## src/rtl/core/cpe_pkg.sv

```systemverilog
// Types and constants shared by the channel plan engine and its checker.
package cpe_pkg;

    localparam int unsigned FREQ_W = 30;
    localparam int unsigned STEP_W = 24;

    localparam int unsigned NARROW_CHANNELS = 64;
    localparam int unsigned FIXED_CHANNELS  = 72;

    localparam logic [4:0] POWER_NARROW_HIGH = 5'd30;
    localparam logic [4:0] POWER_NARROW_LOW  = 5'd21;
    localparam logic [4:0] POWER_WIDE        = 5'd26;
    localparam logic [6:0] HIGH_POWER_MIN    = 7'd50;

    localparam logic [3:0] RX1_LOW_RATES = 4'd4;
    localparam logic [4:0] RX1_RATE_BIAS = 5'd10;
    localparam logic [4:0] RX1_RATE_MIN  = 5'd8;
    localparam logic [4:0] RX1_RATE_MAX  = 5'd13;

    localparam logic [FREQ_W-1:0] RST_UP_NARROW_BASE = 30'd902300000;
    localparam logic [STEP_W-1:0] RST_UP_NARROW_STEP = 24'd200000;
    localparam logic [FREQ_W-1:0] RST_UP_WIDE_BASE   = 30'd903000000;
    localparam logic [STEP_W-1:0] RST_UP_WIDE_STEP   = 24'd1600000;
    localparam logic [FREQ_W-1:0] RST_DOWN_BASE      = 30'd923300000;
    localparam logic [STEP_W-1:0] RST_DOWN_STEP      = 24'd600000;

    typedef enum logic [2:0] {
        CMD_SETUP_EXTRA    = 3'd0,
        CMD_ENABLE         = 3'd1,
        CMD_DISABLE        = 3'd2,
        CMD_ENABLE_SUBBAND = 3'd3,
        CMD_DISABLE_SUBBAND= 3'd4,
        CMD_SELECT_SUBBAND = 3'd5,
        CMD_UPLINK         = 3'd6,
        CMD_RX1            = 3'd7
    } t_cmd;

    typedef enum logic [2:0] {
        REG_UP_NARROW_BASE = 3'd0,
        REG_UP_NARROW_STEP = 3'd1,
        REG_UP_WIDE_BASE   = 3'd2,
        REG_UP_WIDE_STEP   = 3'd3,
        REG_DOWN_BASE      = 3'd4,
        REG_DOWN_STEP      = 3'd5,
        REG_RX1_RATE_OFS   = 3'd6
    } t_reg;

    typedef struct packed {
        logic [2:0]        command;
        logic [7:0]        channel;
        logic [2:0]        subband;
        logic [FREQ_W-1:0] frequency_in;
        logic [3:0]        uplink_rate;
    } t_in_item;

    typedef struct packed {
        logic              flag;
        logic [FREQ_W-1:0] frequency_out;
        logic [4:0]        tx_power;
        logic [3:0]        down_rate;
        logic [6:0]        active_narrow;
        logic [3:0]        active_wide;
    } t_out_item;

endpackage

```

## src/rtl/core/channel_plan_engine.sv

```systemverilog
// Channel plan engine: enable bits, counts and frequency/power/rate sequencer.
// Set-up, enable, disable, extra or out-of-range uplink: S_EXEC, then S_DONE to the result beat;
// sub-band commands walk the 72 fixed channels one per cycle in S_WALK;
// other uplink and RX1 frequencies go through a shift-add multiplier in S_MUL.
// One item at a time: the next beat is taken once the result is queued out.
// Synchronous active-low reset clears all enable bits, counts, extra frequencies.
module channel_plan_engine #(
    parameter int unsigned EXTRA_CHANNELS = 8
) (
    input  logic                  i_clk,
    input  logic                  i_rst_n,
    input  logic                  i_in_valid,
    output logic                  o_in_stall,
    input  cpe_pkg::t_in_item     i_in_data,
    output logic                  o_out_valid,
    input  logic                  i_out_stall,
    output cpe_pkg::t_out_item    o_out_data,
    input  logic                  i_cfg_valid,
    output logic                  o_cfg_ready,
    input  logic [2:0]            i_cfg_index,
    input  logic [29:0]           i_cfg_data
);
    import cpe_pkg::*;

    localparam int unsigned TOTAL = FIXED_CHANNELS + EXTRA_CHANNELS;
    localparam int unsigned EW    = $clog2(TOTAL);
    localparam int unsigned XD    = (EXTRA_CHANNELS > 0) ? EXTRA_CHANNELS : 1;
    localparam int unsigned XW    = (XD > 1) ? $clog2(XD) : 1;
    localparam logic [7:0] TOTAL_CH  = 8'(TOTAL);
    localparam logic [7:0] FIXED_CH  = 8'(FIXED_CHANNELS);
    localparam logic [7:0] NARROW_CH = 8'(NARROW_CHANNELS);
    localparam logic [EW-1:0] NARROW_IDX = EW'(NARROW_CHANNELS);
    localparam logic [EW-1:0] FIXED_IDX  = EW'(FIXED_CHANNELS);
    localparam logic [EW-1:0] LAST_FIXED = EW'(FIXED_CHANNELS - 1);

    typedef enum logic [2:0] {
        S_IDLE,
        S_EXEC,
        S_WALK,
        S_MUL,
        S_DONE
    } t_state;

    t_state r_state;

    // configuration
    logic [FREQ_W-1:0] r_up_narrow_base, r_up_wide_base, r_down_base;
    logic [STEP_W-1:0] r_up_narrow_step, r_up_wide_step, r_down_step;
    logic [1:0]        r_rx1_ofs;

    // plan state
    logic [TOTAL-1:0]  r_en;
    logic [6:0]        r_narrow_cnt, n_narrow_cnt;
    logic [3:0]        r_wide_cnt, n_wide_cnt;
    logic [FREQ_W-1:0] r_extra_freq [XD];

    // latched item
    t_cmd              r_cmd;
    logic [7:0]        r_ch;
    logic [2:0]        r_band;
    logic [FREQ_W-1:0] r_fin;
    logic [3:0]        r_rate;

    // sequencer and shared shift-add unit
    logic [EW-1:0]     r_idx;
    logic [FREQ_W-1:0] r_acc, r_mcand;
    logic [5:0]        r_mplier;
    logic              r_flag;
    logic [4:0]        r_pow;
    logic [3:0]        r_drate;

    logic              r_out_valid;
    t_out_item         r_out_data;

    // single enable-bit write port
    logic              wr_en, wr_on, wr_changed;
    logic [EW-1:0]     wr_idx;
    logic [2:0]        walk_band;
    logic              walk_match;

    logic              ch_in_range, ch_is_extra;
    logic [XW-1:0]     extra_idx;
    logic [7:0]        ch_less_fixed;
    logic [4:0]        rate_cand, rate_clamped;

    assign ch_in_range   = r_ch < TOTAL_CH;
    assign ch_is_extra   = (r_ch >= FIXED_CH) && ch_in_range;
    assign ch_less_fixed = r_ch - FIXED_CH;
    assign extra_idx     = ch_less_fixed[XW-1:0];

    assign walk_band  = (r_idx < NARROW_IDX) ? r_idx[5:3] : r_idx[2:0];
    assign walk_match = walk_band == r_band;

    always_comb begin
        rate_cand = (r_rate < RX1_LOW_RATES) ? 5'(r_rate) + RX1_RATE_BIAS - 5'(r_rx1_ofs)
                                             : RX1_RATE_MAX - 5'(r_rx1_ofs);
        if (rate_cand < RX1_RATE_MIN) begin
            rate_clamped = RX1_RATE_MIN;
        end else if (rate_cand > RX1_RATE_MAX) begin
            rate_clamped = RX1_RATE_MAX;
        end else begin
            rate_clamped = rate_cand;
        end
    end

    always_comb begin
        wr_en  = 1'b0;
        wr_on  = 1'b0;
        wr_idx = r_ch[EW-1:0];
        case (r_state)
            S_EXEC: begin
                case (r_cmd)
                    CMD_SETUP_EXTRA: begin
                        wr_en = ch_is_extra;
                        wr_on = 1'b1;
                    end
                    CMD_ENABLE: begin
                        wr_en = ch_in_range;
                        wr_on = 1'b1;
                    end
                    CMD_DISABLE: begin
                        wr_en = ch_in_range;
                        wr_on = 1'b0;
                    end
                    default: ;
                endcase
            end
            S_WALK: begin
                wr_idx = r_idx;
                case (r_cmd)
                    CMD_ENABLE_SUBBAND: begin
                        wr_en = walk_match;
                        wr_on = 1'b1;
                    end
                    CMD_DISABLE_SUBBAND: begin
                        wr_en = walk_match;
                        wr_on = 1'b0;
                    end
                    default: begin
                        wr_en = 1'b1;
                        wr_on = walk_match;
                    end
                endcase
            end
            default: ;
        endcase
        wr_changed = wr_en && (r_en[wr_idx] != wr_on);

        n_narrow_cnt = r_narrow_cnt;
        n_wide_cnt   = r_wide_cnt;
        if (wr_changed && wr_idx < NARROW_IDX) begin
            n_narrow_cnt = wr_on ? r_narrow_cnt + 7'd1 : r_narrow_cnt - 7'd1;
        end else if (wr_changed && wr_idx < FIXED_IDX) begin
            n_wide_cnt = wr_on ? r_wide_cnt + 4'd1 : r_wide_cnt - 4'd1;
        end
    end

    always_ff @(posedge i_clk) begin
        if (!i_rst_n) begin
            r_state          <= S_IDLE;
            r_up_narrow_base <= RST_UP_NARROW_BASE;
            r_up_narrow_step <= RST_UP_NARROW_STEP;
            r_up_wide_base   <= RST_UP_WIDE_BASE;
            r_up_wide_step   <= RST_UP_WIDE_STEP;
            r_down_base      <= RST_DOWN_BASE;
            r_down_step      <= RST_DOWN_STEP;
            r_rx1_ofs        <= 2'd0;
            r_en             <= '0;
            r_narrow_cnt     <= '0;
            r_wide_cnt       <= '0;
            for (int i = 0; i < int'(XD); i++) begin
                r_extra_freq[i] <= '0;
            end
            r_out_valid      <= 1'b0;
        end else begin
            if (i_cfg_valid) begin
                case (t_reg'(i_cfg_index))
                    REG_UP_NARROW_BASE: r_up_narrow_base <= i_cfg_data;
                    REG_UP_NARROW_STEP: r_up_narrow_step <= i_cfg_data[STEP_W-1:0];
                    REG_UP_WIDE_BASE:   r_up_wide_base   <= i_cfg_data;
                    REG_UP_WIDE_STEP:   r_up_wide_step   <= i_cfg_data[STEP_W-1:0];
                    REG_DOWN_BASE:      r_down_base      <= i_cfg_data;
                    REG_DOWN_STEP:      r_down_step      <= i_cfg_data[STEP_W-1:0];
                    REG_RX1_RATE_OFS:   r_rx1_ofs        <= i_cfg_data[1:0];
                    default: ;
                endcase
            end

            if (wr_en) begin
                r_en[wr_idx] <= wr_on;
            end
            r_narrow_cnt <= n_narrow_cnt;
            r_wide_cnt   <= n_wide_cnt;

            if (r_out_valid && !i_out_stall) begin
                r_out_valid <= 1'b0;
            end

            case (r_state)
                S_IDLE: begin
                    if (i_in_valid) begin
                        r_cmd   <= t_cmd'(i_in_data.command);
                        r_ch    <= i_in_data.channel;
                        r_band  <= i_in_data.subband;
                        r_fin   <= i_in_data.frequency_in;
                        r_rate  <= i_in_data.uplink_rate;
                        r_state <= S_EXEC;
                    end
                end
                S_EXEC: begin
                    r_flag   <= wr_changed;
                    r_acc    <= '0;
                    r_pow    <= '0;
                    r_drate  <= '0;
                    r_mplier <= '0;
                    r_idx    <= '0;
                    r_state  <= S_DONE;
                    case (r_cmd)
                        CMD_SETUP_EXTRA: begin
                            r_flag <= ch_is_extra;
                            if (ch_is_extra) begin
                                r_extra_freq[extra_idx] <= r_fin;
                            end
                        end
                        CMD_ENABLE_SUBBAND, CMD_DISABLE_SUBBAND, CMD_SELECT_SUBBAND: begin
                            r_flag  <= 1'b0;
                            r_state <= S_WALK;
                        end
                        CMD_UPLINK: begin
                            r_flag <= ch_in_range;
                            if (r_ch < NARROW_CH) begin
                                r_acc    <= r_up_narrow_base;
                                r_mcand  <= FREQ_W'(r_up_narrow_step);
                                r_mplier <= r_ch[5:0];
                                r_pow    <= (r_narrow_cnt >= HIGH_POWER_MIN) ?
                                            POWER_NARROW_HIGH : POWER_NARROW_LOW;
                                r_state  <= S_MUL;
                            end else if (r_ch < FIXED_CH) begin
                                r_acc    <= r_up_wide_base;
                                r_mcand  <= FREQ_W'(r_up_wide_step);
                                r_mplier <= {3'd0, r_ch[2:0]};
                                r_pow    <= POWER_WIDE;
                                r_state  <= S_MUL;
                            end else if (ch_in_range) begin
                                r_acc <= r_extra_freq[extra_idx];
                                r_pow <= POWER_WIDE;
                            end
                        end
                        CMD_RX1: begin
                            r_flag   <= 1'b1;
                            r_acc    <= r_down_base;
                            r_mcand  <= FREQ_W'(r_down_step);
                            r_mplier <= {3'd0, r_ch[2:0]};
                            r_drate  <= rate_clamped[3:0];
                            r_state  <= S_MUL;
                        end
                        default: ;
                    endcase
                end
                S_WALK: begin
                    r_flag <= r_flag | wr_changed;
                    r_idx  <= r_idx + EW'(1);
                    if (r_idx == LAST_FIXED) begin
                        r_state <= S_DONE;
                    end
                end
                S_MUL: begin
                    // one partial product per cycle, wraps mod 2^30
                    if (r_mplier == 6'd0) begin
                        r_state <= S_DONE;
                    end else begin
                        if (r_mplier[0]) begin
                            r_acc <= r_acc + r_mcand;
                        end
                        r_mcand  <= {r_mcand[FREQ_W-2:0], 1'b0};
                        r_mplier <= {1'b0, r_mplier[5:1]};
                    end
                end
                S_DONE: begin
                    if (!r_out_valid || !i_out_stall) begin
                        r_out_valid                <= 1'b1;
                        r_out_data.flag            <= r_flag;
                        r_out_data.frequency_out   <= r_acc;
                        r_out_data.tx_power        <= r_pow;
                        r_out_data.down_rate       <= r_drate;
                        r_out_data.active_narrow   <= r_narrow_cnt;
                        r_out_data.active_wide     <= r_wide_cnt;
                        r_state                    <= S_IDLE;
                    end
                end
                default: r_state <= S_IDLE;
            endcase
        end
    end

    assign o_in_stall  = r_state != S_IDLE;
    assign o_out_valid = r_out_valid;
    assign o_out_data  = r_out_data;
    assign o_cfg_ready = 1'b1;

endmodule

```

## config.mk

```make
export PLATFORM = sky130hd
export DESIGN_NAME = channel_plan_engine
export DESIGN_NICKNAME = d
export VERILOG_FILES = /design/src/rtl/core/cpe_pkg.sv /design/src/rtl/core/channel_plan_engine.sv
export SDC_FILE = /design/constraint.sdc
export NUM_CORES = 1
export LEC_CHECK = 0
export ABC_AREA = 1
export ABC_CLOCK_PERIOD_IN_PS = 3800
export BUFFER_PORTS_ARGS = -buffer_cell sky130_fd_sc_hd__buf_2
export CELL_PAD_IN_SITES_DETAIL_PLACEMENT = 0
export CELL_PAD_IN_SITES_GLOBAL_PLACEMENT = 1
export CORE_MARGIN = 8
export CORE_UTILIZATION = 30
export CTS_BUF_LIST = sky130_fd_sc_hd__clkbuf_4
export CTS_CLUSTER_SIZE = 8
export DETAILED_ROUTE_END_ITERATION = 8
export PLACE_DENSITY_LB_ADDON = 0.1
export SLEW_MARGIN = 25
export SYNTH_ARGS = -nofsm -noshare
export SYNTH_HDL_FRONTEND = slang
export SYNTH_SLANG_ARGS = --single-unit
```

## constraint.sdc

```tcl
create_clock -name i_clk -period 3.8 [get_ports i_clk]
set_clock_uncertainty 0.05 [all_clocks]
set_input_delay 0.57 -clock i_clk [delete_from_list [all_inputs] [get_ports i_clk]]
set_output_delay 0.57 -clock i_clk [all_outputs]
set_load 0.03 [all_outputs]
```

* After elaboration in Yosys (flattened, before gate mapping) *
Memory sizes are Yosys's and may differ from the RTL's.
Index checks and enable logic that the tools add are counted.

operators by class
  multipliers = 0
  reduce and logical (&&, ||, !) cells = 39
  multiplexer cells = 62
  order comparisons = 13
  equality and inequality tests = 28
  shift operators = 0
  add/sub/neg operators = 10
  divide/modulo/power cells = 0
  bitwise logic cells = 3

operators with widths
  kind                 number
  $mux 30              9
  $pmux 30 s2          4
  $bwmux 80            1
  $add 30x30->30       1
  $reduce_or 30->1     1
  $mux 3               9
  $eq 3x3->1 const B   8
  $lt 8x7->1 const B   3
  $pmux 6 s2           2
  $lt 7x7->1 const B   3
  $mux 5               4
  $reduce_and 2->1     10
  $eq 3x2->1 const B   6
  $mux 4               4
  $pmux 3 s5           1
  $add 7x1->7 const B  2
  $mux 1               14
  $mux 7               2
  $pmux 7 s2           1
  $mux 6               2
  $ne 2x2->1 const B   6
  $pmux 1 s2           5
  $eq 3x1->1 const B   3
  $logic_not 3->1      3
  36 further kinds     51

word-level totals
  memory bits (writable) = 240
  memories kept = 1
  logic and storage cells = 188
  memory bits (read-only) = 0
  latch bits = 0
  bits in registers = 441
  bits of input ports = 86
  output and inout port bits = 54

memory list
  name          depth  bits a word  rd ports  clocked after memory_dff  wr ports  RTL line                   source
  r_extra_freq  8      30           1         0                         8         channel_plan_engine.sv:55  logic [FREQ_W-1:0] r_extra_freq [XD];

* Depth between registers and ports, before layout *
Gate-level depths: netlist of the first run.

  depth after elaboration = 10
  depth in mapped cells = 22
  depth with buffers taken out = 21

* Worst setup path after synthesis of the first run *
Ideal clock, no wire load.

  path type = input-to-reg
  from = in i_rst_n
  to = reg r_out_data, in the netlist o_out_data[0] (enable)
  cell stages on the path = 4
  setup time = 0.458 ns
  arrival time = 3.280 ns
  setup slack = 0.012 ns
  path buffers = 2
  data required time = 3.292 ns
  path through = clkbuf_1 clkbuf_1 nand2_1 nor2_1

on the way
  longest elaborated chain between the ends = 1

RTL lines
  item                               RTL line                   source
  start: declaration                 channel_plan_engine.sv:11  input logic i_rst_n,
  $reduce_and 3->1 (no source line)  -
  end: declaration                   channel_plan_engine.sv:73  t_out_item r_out_data;

No other way between the ends.
A chain may end at the register's enable or synchronous reset.

* Worst setup path in the final report of the first run *
  from = reg r_state[0]
  to = reg r_flag (data pin)

on the way
  longest elaborated chain between the ends = 8
  elaborated cells between the ends (all ways) = 12
  classes of those cells = eq/ne: 3; mux: 7; bitwise: 1; reduce/logical: 1

RTL lines
  item                                             RTL line                                                source
  start: declaration                               channel_plan_engine.sv:44                               t_state r_state;
  start signal: assignment                         channel_plan_engine.sv:160                              r_state <= S_IDLE;
  start signal: assignment                         channel_plan_engine.sv:207                              r_state <= S_EXEC;
  start signal: assignment                         channel_plan_engine.sv:217                              r_state <= S_DONE;
  $eq 3x2->1                                       channel_plan_engine.sv:110, channel_plan_engine.sv:199
  $mux 7                                           channel_plan_engine.sv:110                              case (r_state)
  $bmux 1 s7                                       channel_plan_engine.sv:147                              wr_changed = wr_en && (r_en[wr_idx] != wr_on);
  $mux 1 (not written as such)                     channel_plan_engine.sv:147
  $ne 1x1->1                                       channel_plan_engine.sv:147
  $logic_and 1x1->1                                channel_plan_engine.sv:147
  $pmux 1 s4 / $or 1x1->1 (equally long branches)  channel_plan_engine.sv:218, channel_plan_engine.sv:261
  $pmux 1 s2 *                                     channel_plan_engine.sv:199                              case (r_state)
  end signal: assignment                           channel_plan_engine.sv:211                              r_flag <= wr_changed;
  end signal: assignment                           channel_plan_engine.sv:220                              r_flag <= ch_is_extra;
  end signal: assignment                           channel_plan_engine.sv:230                              r_flag <= ch_in_range;
  end: declaration                                 channel_plan_engine.sv:68                               logic r_flag;

Every way passes the cells marked *; elsewhere a longest branch is shown, timed or not. The select of a mux whose other input is x is not followed.

==> impl_metrics.py, run 1 <==
metrics = {
    "setup_path": {
        "rrSetupSlack_ns": 0.53,
        "r2r_start": "r_state[0]$_SDFFE_PN0P_",
        "critical-path-top-delay-family": "simple AND/OR/NAND/NOR gates",
        "critPathMaxStageDelay_ns": 0.60,
        "cp_slowest_cell": "nor2_2",
        "crit_type": "flip-flop to flip-flop",
        "required_ns": 4.53,
        "critPathArrivalTime_ns": 4.00,
        "cp-end-kind": "flip-flop",
        "crit_path_start_kind": "flip-flop",
        "crit_top_cell": "nand2_1",
        "crit_buf_inv": 1,
        "cp_cell_sequence": "inv_2 -> nand3_2 -> nand2_1 -> nand2_1 -> nor2_2 -> nand3_1 -> nand2_1 -> nor2_1 -> nor2_1 -> nor2_1 -> nand3_1 -> nand2_2 -> nand2_2 -> nand2_4 -> nand2_1 -> nor2_1 -> o21ai_0 -> nand2_1",
        "worstRegToRegCells": 18,
        "path_max_fanout": 11,
        "r2r-end": "r_flag$_DFFE_PP_",
    },
    "cells_and_area": {
        "nets": 3897,
        "ff_latch_area_um2": 17900,
        "n_fill_cell": 10700,
        "stdcell_area_um2": 36900,
        "multi_input_area_um2": 11400,
        "drive_above_1_share_pct": 15.6,
        "area_growth_pct": 19.5,
    },
    "cts": {
        "clock-sinks": 682,
        "cts_made_buffers": 196,
        "h-tree-depth": 4,
        "clkSlewWorstSetupHoldPaths_ns": 0.07,
        "cts_root_buf": "clkbuf_4",
        "cts_max_path_buffers": 3,
        "cts_tree": "yes",
        "cts-resized-gates": 0,
        "insertion_delay_ns": 1.08,
    },
    "synthesis": {
        "synth.most_common_cell": "nor2_1",
        "syn_inst": 3445,
        "netlist_area_um2": 30900,
        "ys_types": 52,
        "ys_seq_area_share_pct": 57.9,
        "ys_ff_latch": 682,
        "synth_ff_type": "edfxtp_1",
        "synthTopCellsByArea": "edfxtp_1 41%, dfxtp_1 17%, nor2_1 9.4%",
        "ys_async_sr_fraction_pct": 0,
        "syn_nets": 3579,
        "yosysWarnings": 0,
        "synth_edf_count": 420,
        "synth_top_area_share_pct": 40.9,
        "synth.top_cells.by_count": "775 x nor2_1, 532 x nand2_1, 420 x edfxtp_1",
        "yosysTopAreaCell": "edfxtp_1",
        "syn_area_per_cell_um2": 8.96,
    },
    "placement": {
        "dpl_worst_slack_ns": 0.561,
        "dpl_cell_area_um2": 33200,
        "post-dp-hpwl_um": 70500,
        "place.gp.congestion": 0.836,
        "io_buffers": 138,
    },
    "run": {
        "maxCapViolCount": 0,
    },
    "timing": {
        "fin_crit_sh_pct": 86.1,
        "tightest_slew_ns": 1.05,
        "holdWs_ns": 0.177,
        "slew_viol_final": 0,
        "setup_tns_ns": 0,
        "rsz0062_at_grt": "no",
        "finalSetupViolations": 0,
        "hold_violations": 0,
        "fin_crit_ns": 3.27,
        "fmax_ghz": 0.306,
        "fin_ws_ns": 0.529,
        "slew_headroom_pct": 30.3,
    },
    "hold_path": {
        "min-delay-start": "i_in_data[15]",
        "hold_depth": 2,
        "hold_path.class": "input pin to flip-flop",
        "holdPathEnd": "r_fin[11]$_DFFE_PP_",
    },
    "die": {
        "start_util_pct": 30.3,
        "rows": 117,
        "die_area_um2": 113000,
        "io_pins": 140,
        "die_height_um": 337,
        "die_w_um": 337,
        "core_area_um2": 102000,
    },
    "route": {
        "viasPerCell": 4.95,
        "wl_per_cell_um": 20.9,
        "firstDrtPassIters": 5,
        "ant_nets": 0,
        "routed_wl_um": 111000,
        "num_vias": 26200,
        "drc_errors": 0,
        "drt_iter0_markers": 2068,
    },
    "grt": {
        "grt_overflow": 0,
        "antenna_found_initial": 5,
        "grt_pass1_vias": 25500,
        "grt_use_total_pct": 19.0,
        "grt_start_max_net_pins": 121,
        "grt_pass1_wl_um": 163000,
    },
    "power_and_ir_drop": {
        "finalPower_w": 0.0214,
        "vdd_ir_drop_max_uv": 227,
        "power.leakage_nw": 15.0,
        "power_density_nw_per_um2": 581,
    },
    "status": {
        "outcome": "finished, final reports clean",
    },
}
## metrics by stage
step	instances	util (%)
detailed placement	4833	32.6
global placement	4833	32.6
floorplan	3445	-
global route	5294	36.2
CTS	5292	36.2
finish	5296	36.2
## registers in the layout, summed over array words and instances, names as in the netlist, 24 cells and up, named ones only
register / cells
r_mcand: 30
r_up_narrow_step: 24
r_down_base: 30
r_en: 80
r_fin: 30
r_extra_freq: 240
r_acc: 30
o_out_data: 50
r_up_wide_base: 30
r_down_step: 24
r_up_wide_step: 24
r_up_narrow_base: 30
## final cells by class
class / count / share of cell area, %
inverters: 224 / 2.28
repair buffers: 318 / 6.44
flip-flops and latches: 682 / 48.5
clock buffers: 316 / 6.43
multi-input cells: 2341 / 31.0
clock inverters: 43 / 0.740
diodes: 4 / 0.0271
well taps: 1368 / 4.64
## where the power goes
part,leakage (nW),switching [W],internal [W]
clock,1.58,0.00326,0.00395
combinational,7.20,0.00385,0.00156
sequential,6.27,0.000359,0.00845
total,15.0,0.00747,0.0140
## timing repair
action	4_1_cts	5_1_grt
hold endpoints to repair	262	0
buffers inserted	0	0
hold buffers	100	0
setup endpoints to repair	0	0
## cell usage in the layout, fill, tap and decap left out, types with 5 or more instances in the layout
cell type      netlist  layout
edfxtp_1           420     420
xor2_1              18      18
nand2_2              4       5
o21ai_0            389     389
buf_4                7      74
a31oi_1             24      24
o21ai_1              9       9
inv_1              211     204
nand3_1            149     149
o311a_1             23      23
clkbuf_4             0     316
o32ai_1             34      34
dlygate4sd3_1        0     100
o211ai_1            15      15
inv_2               13      19
nor2_4               2       6
nor4_1               6       6
buf_2                7     137
nor2_2               7      12
mux2i_1             27      27
xnor2_1              7       7
nand4_1              5       5
nor2_1             775     766
a32oi_1              5       5
nor3_1              11      10
dfxtp_1            262     260
o31ai_1              6       6
ha_1                44      44
o221ai_1            28      28
a21oi_1            176     174
buf_12               0       6
clkinv_1             0      31
nand2_1            532     531
or2_2                8       8
## how the worst max path moves through the flow
stage | startpoint | to | slack, ns | cells past startpoint
after floorplan | i_rst_n | o_out_data[0]$_DFFE_PP_ | 0.01 | 4
after detailed placement | r_state[0]$_SDFFE_PN0P_ | r_flag$_DFFE_PP_ | 0.56 | 18
after CTS | r_idx[6]$_SDFFCE_PP0P_ | r_narrow_cnt[6]$_SDFFE_PN0P_ | 0.49 | 15
after global placement | r_state[0]$_SDFFE_PN0P_ | r_flag$_DFFE_PP_ | 0.51 | 18
after global routing | r_idx[6]$_SDFFCE_PP0P_ | r_narrow_cnt[6]$_SDFFE_PN0P_ | 0.19 | 15
final | r_state[0]$_SDFFE_PN0P_ | r_flag$_DFFE_PP_ | 0.53 | 18
## worst register-to-register path, stage by stage (launching register included)
cell	delay, ns
dfxtp_1	0.36
inv_2	0.19
nand3_2	0.21
nand2_1	0.11
nand2_1	0.31
nor2_2	0.61
nand3_1	0.15
nand2_1	0.14
nor2_1	0.06
nor2_1	0.09
nor2_1	0.05
nand3_1	0.10
nand2_2	0.09
nand2_2	0.09
nand2_4	0.09
nand2_1	0.09
nor2_1	0.04
o21ai_0	0.14
nand2_1	0.07
## cells by family (layout without fill, tap and decap cells)
| family | count (synthesis) | after routing | synth area share [%] |
|---|---|---|---|
| other cells | 1 | 5 | 0.0122 |
| fa+ha+maj | 48 | 48 | 2.04 |
| xor+xnor | 25 | 25 | 0.710 |
| flops | 682 | 682 | 57.9 |
| simple gates | 1512 | 1512 | 19.7 |
| buf+inv | 422 | 901 | 5.34 |
| compound gates | 728 | 728 | 13.4 |
| mux | 27 | 27 | 0.876 |
## layer usage
metal,vias to the layer above,part of all wire (%),GRT usage (%)
li1,12500,-,-
met1,12700,48,27.0
met2,798,44,29.0
met3,195,5.7,3.70
met4,0,2.5,6.24
met5,-,0,0
Power figures use the tool's default switching activity.
==> run 2: changes to the inputs <==
Settings changed: CAP_MARGIN set to 40, CORE_UTILIZATION 30 to 45.
==> run 2 against run 1 <==
Against the previous run:
- worst setup slack worse by 0.043 ns
- clock power shrank 5.4%
- worst hold slack worse by 0.012 ns
- critical endpoint is now r_narrow_cnt[1]$_SDFFE_PN0P_
- first-iteration DRC count grew 12%
==> impl_metrics.py, run 2 (same netlist as run 1, synthesis figures left out) <==
metrics = {
    "run": {
        "maxCapViolCount": 0,
    },
    "grt": {
        "grt_overflow": 0,
        "grt_use_total_pct": 24.0,
        "grt_pass1_vias": 25200,
        "grt_start_max_net_pins": 89,
        "antenna_found_initial": 3,
        "grt_pass1_wl_um": 145000,
    },
    "timing": {
        "finalSetupViolations": 0,
        "slew_viol_final": 0,
        "slew_headroom_pct": 42.8,
        "rsz0062_at_grt": "no",
        "fin_ws_ns": 0.486,
        "hold_violations": 0,
        "fmax_ghz": 0.302,
        "setup_tns_ns": 0,
        "fin_crit_sh_pct": 87.2,
        "fin_crit_ns": 3.31,
        "tightest_slew_ns": 0.857,
        "holdWs_ns": 0.165,
    },
    "cts": {
        "clock-sinks": 682,
        "clkSlewWorstSetupHoldPaths_ns": 0.07,
        "cts_root_buf": "clkbuf_4",
        "cts_tree": "yes",
        "h-tree-depth": 4,
        "cts-resized-gates": 0,
        "insertion_delay_ns": 1.01,
        "cts_made_buffers": 187,
        "cts_max_path_buffers": 3,
    },
    "route": {
        "num_vias": 25800,
        "ant_nets": 0,
        "viasPerCell": 5.42,
        "wl_per_cell_um": 19.8,
        "firstDrtPassIters": 6,
        "drt_iter0_markers": 2323,
        "routed_wl_um": 94300,
        "drc_errors": 0,
    },
    "die": {
        "io_pins": 140,
        "core_area_um2": 68200,
        "die_height_um": 278,
        "die_w_um": 278,
        "start_util_pct": 45.2,
        "rows": 96,
        "die_area_um2": 77200,
    },
    "status": {
        "outcome": "finished, final reports clean",
    },
    "cells_and_area": {
        "multi_input_area_um2": 11400,
        "final_common_cell": "nor2_1",
        "nets": 3864,
        "most-common-layout-cells": "767 x nor2_1, 531 x nand2_1, 420 x edfxtp_1",
        "largest_reg_flops": 240,
        "stdcell_area_um2": 35900,
        "drive_above_1_share_pct": 14.9,
        "area_growth_pct": 16.4,
        "ff_latch_area_um2": 17900,
        "top_register": "r_extra_freq",
        "n_fill_cell": 6399,
    },
    "setup_path": {
        "critPathMaxStageDelay_ns": 0.44,
        "required_ns": 4.60,
        "crit_type": "flip-flop to flip-flop",
        "path_max_fanout": 25,
        "cp_slowest_cell": "dfxtp_1",
        "cp_cell_sequence": "inv_2 -> nor2_4 -> nand3_4 -> nand2_4 -> buf_4 -> nand2_1 -> nand3_1 -> nand2_1 -> nor2_1 -> nor2_1 -> nor2_1 -> nand3_1 -> nand2_2 -> nand2_2 -> nand2_4 -> nand3_4 -> nor2_4 -> nand2_1 -> nand2_1 -> nor2_1",
        "crit_path_start_kind": "flip-flop",
        "critPathArrivalTime_ns": 4.11,
        "cp-end-kind": "flip-flop",
    },
    "placement": {
        "dpl_cell_area_um2": 32600,
        "dpl_worst_slack_ns": 0.544,
        "io_buffers": 138,
        "place.gp.congestion": 0.879,
        "post-dp-hpwl_um": 60200,
    },
    "power_and_ir_drop": {
        "vdd_ir_drop_max_uv": 298,
        "finalPower_w": 0.0207,
        "power.leakage_nw": 14.8,
        "power_density_nw_per_um2": 576,
    },
    "hold_path": {
        "hold_path.class": "input pin to flip-flop",
    },
}
[run 2: cell count changes in the layout (fill, tap and decap cells not counted), sizes merged]
| cell | previous run | this run |
|---|---|---|
| clkbuf | 316 | 287 |
| dlygate4sd3 | 100 | 81 |
| buf | 218 | 213 |
| clkinv | 38 | 41 |
| diode | 4 | 2 |
| inv | 224 | 226 |
| bufinv | 3 | 4 |
| clkinvlp | 2 | 3 |
[run 2: repair_timing]
action / in CTS / in global routing
setup buffers: 0 / 0
setup endpoints to repair: 0 / 0
hold endpoints to repair: 230 / 0
hold buffers: 81 / 0
[run 2: area by class of cell]
| type | count | area share (%) |
|---|---|---|
| antenna | 2 | 0.0139 |
| clock buffer | 287 | 6.00 |
| clock inverter | 50 | 0.930 |
| inverter | 224 | 2.34 |
| multi-input combinational | 2341 | 31.8 |
| sequential | 682 | 49.7 |
| tap | 882 | 3.07 |
| timing repair buffer | 294 | 6.10 |
[run 2: final timing paths]
path / depth (start not counted) / startpoint / slack (ns) / endpoint
max: 20 / r_state[1]$_SDFFE_PN0P_ / 0.49 / r_narrow_cnt[1]$_SDFFE_PN0P_
min reg2reg: 0 / r_drate[2]$_SDFFCE_PP0P_ / 0.36 / o_out_data[13]$_DFFE_PP_
max reg2reg: 20 / r_state[1]$_SDFFE_PN0P_ / 0.49 / r_narrow_cnt[1]$_SDFFE_PN0P_
min: 5 / i_cfg_index[2] / 0.16 / r_rx1_ofs[0]$_SDFFE_PN0P_
[run 2: stage by stage]
step,util [%],instances
2_1_floorplan,-,3445
3_3_place_gp,47.6,4336
3_5_place_dp,47.7,4341
4_1_cts,52.6,4759
5_1_grt,52.6,4762
6_report,52.6,4762
[run 2: power breakdown]
part	switching (W)	leakage (nW)	total, W	internal, W
registers	0.000352	6.27	0.00880	0.00845
logic	0.00355	7.11	0.00506	0.00151
clock network	0.00312	1.47	0.00682	0.00371
total	0.00702	14.8	0.0207	0.0137
[run 2: routing by layer]
metal,part of all wire (%),track usage (%),up-vias
met1,44,31.9,12300
li1,-,-,12400
met5,0.011,0,-
met2,46,37.7,925
met3,7.5,6.16,157
met4,2.4,8.56,2
[run 2: critical path: cells and delay by family, from the launching register on]
family / cells / cell delay (ns)
buffers and inverters: 2 / 0.39
flip-flops: 1 / 0.44
AND/OR/NAND/NOR: 18 / 2.28
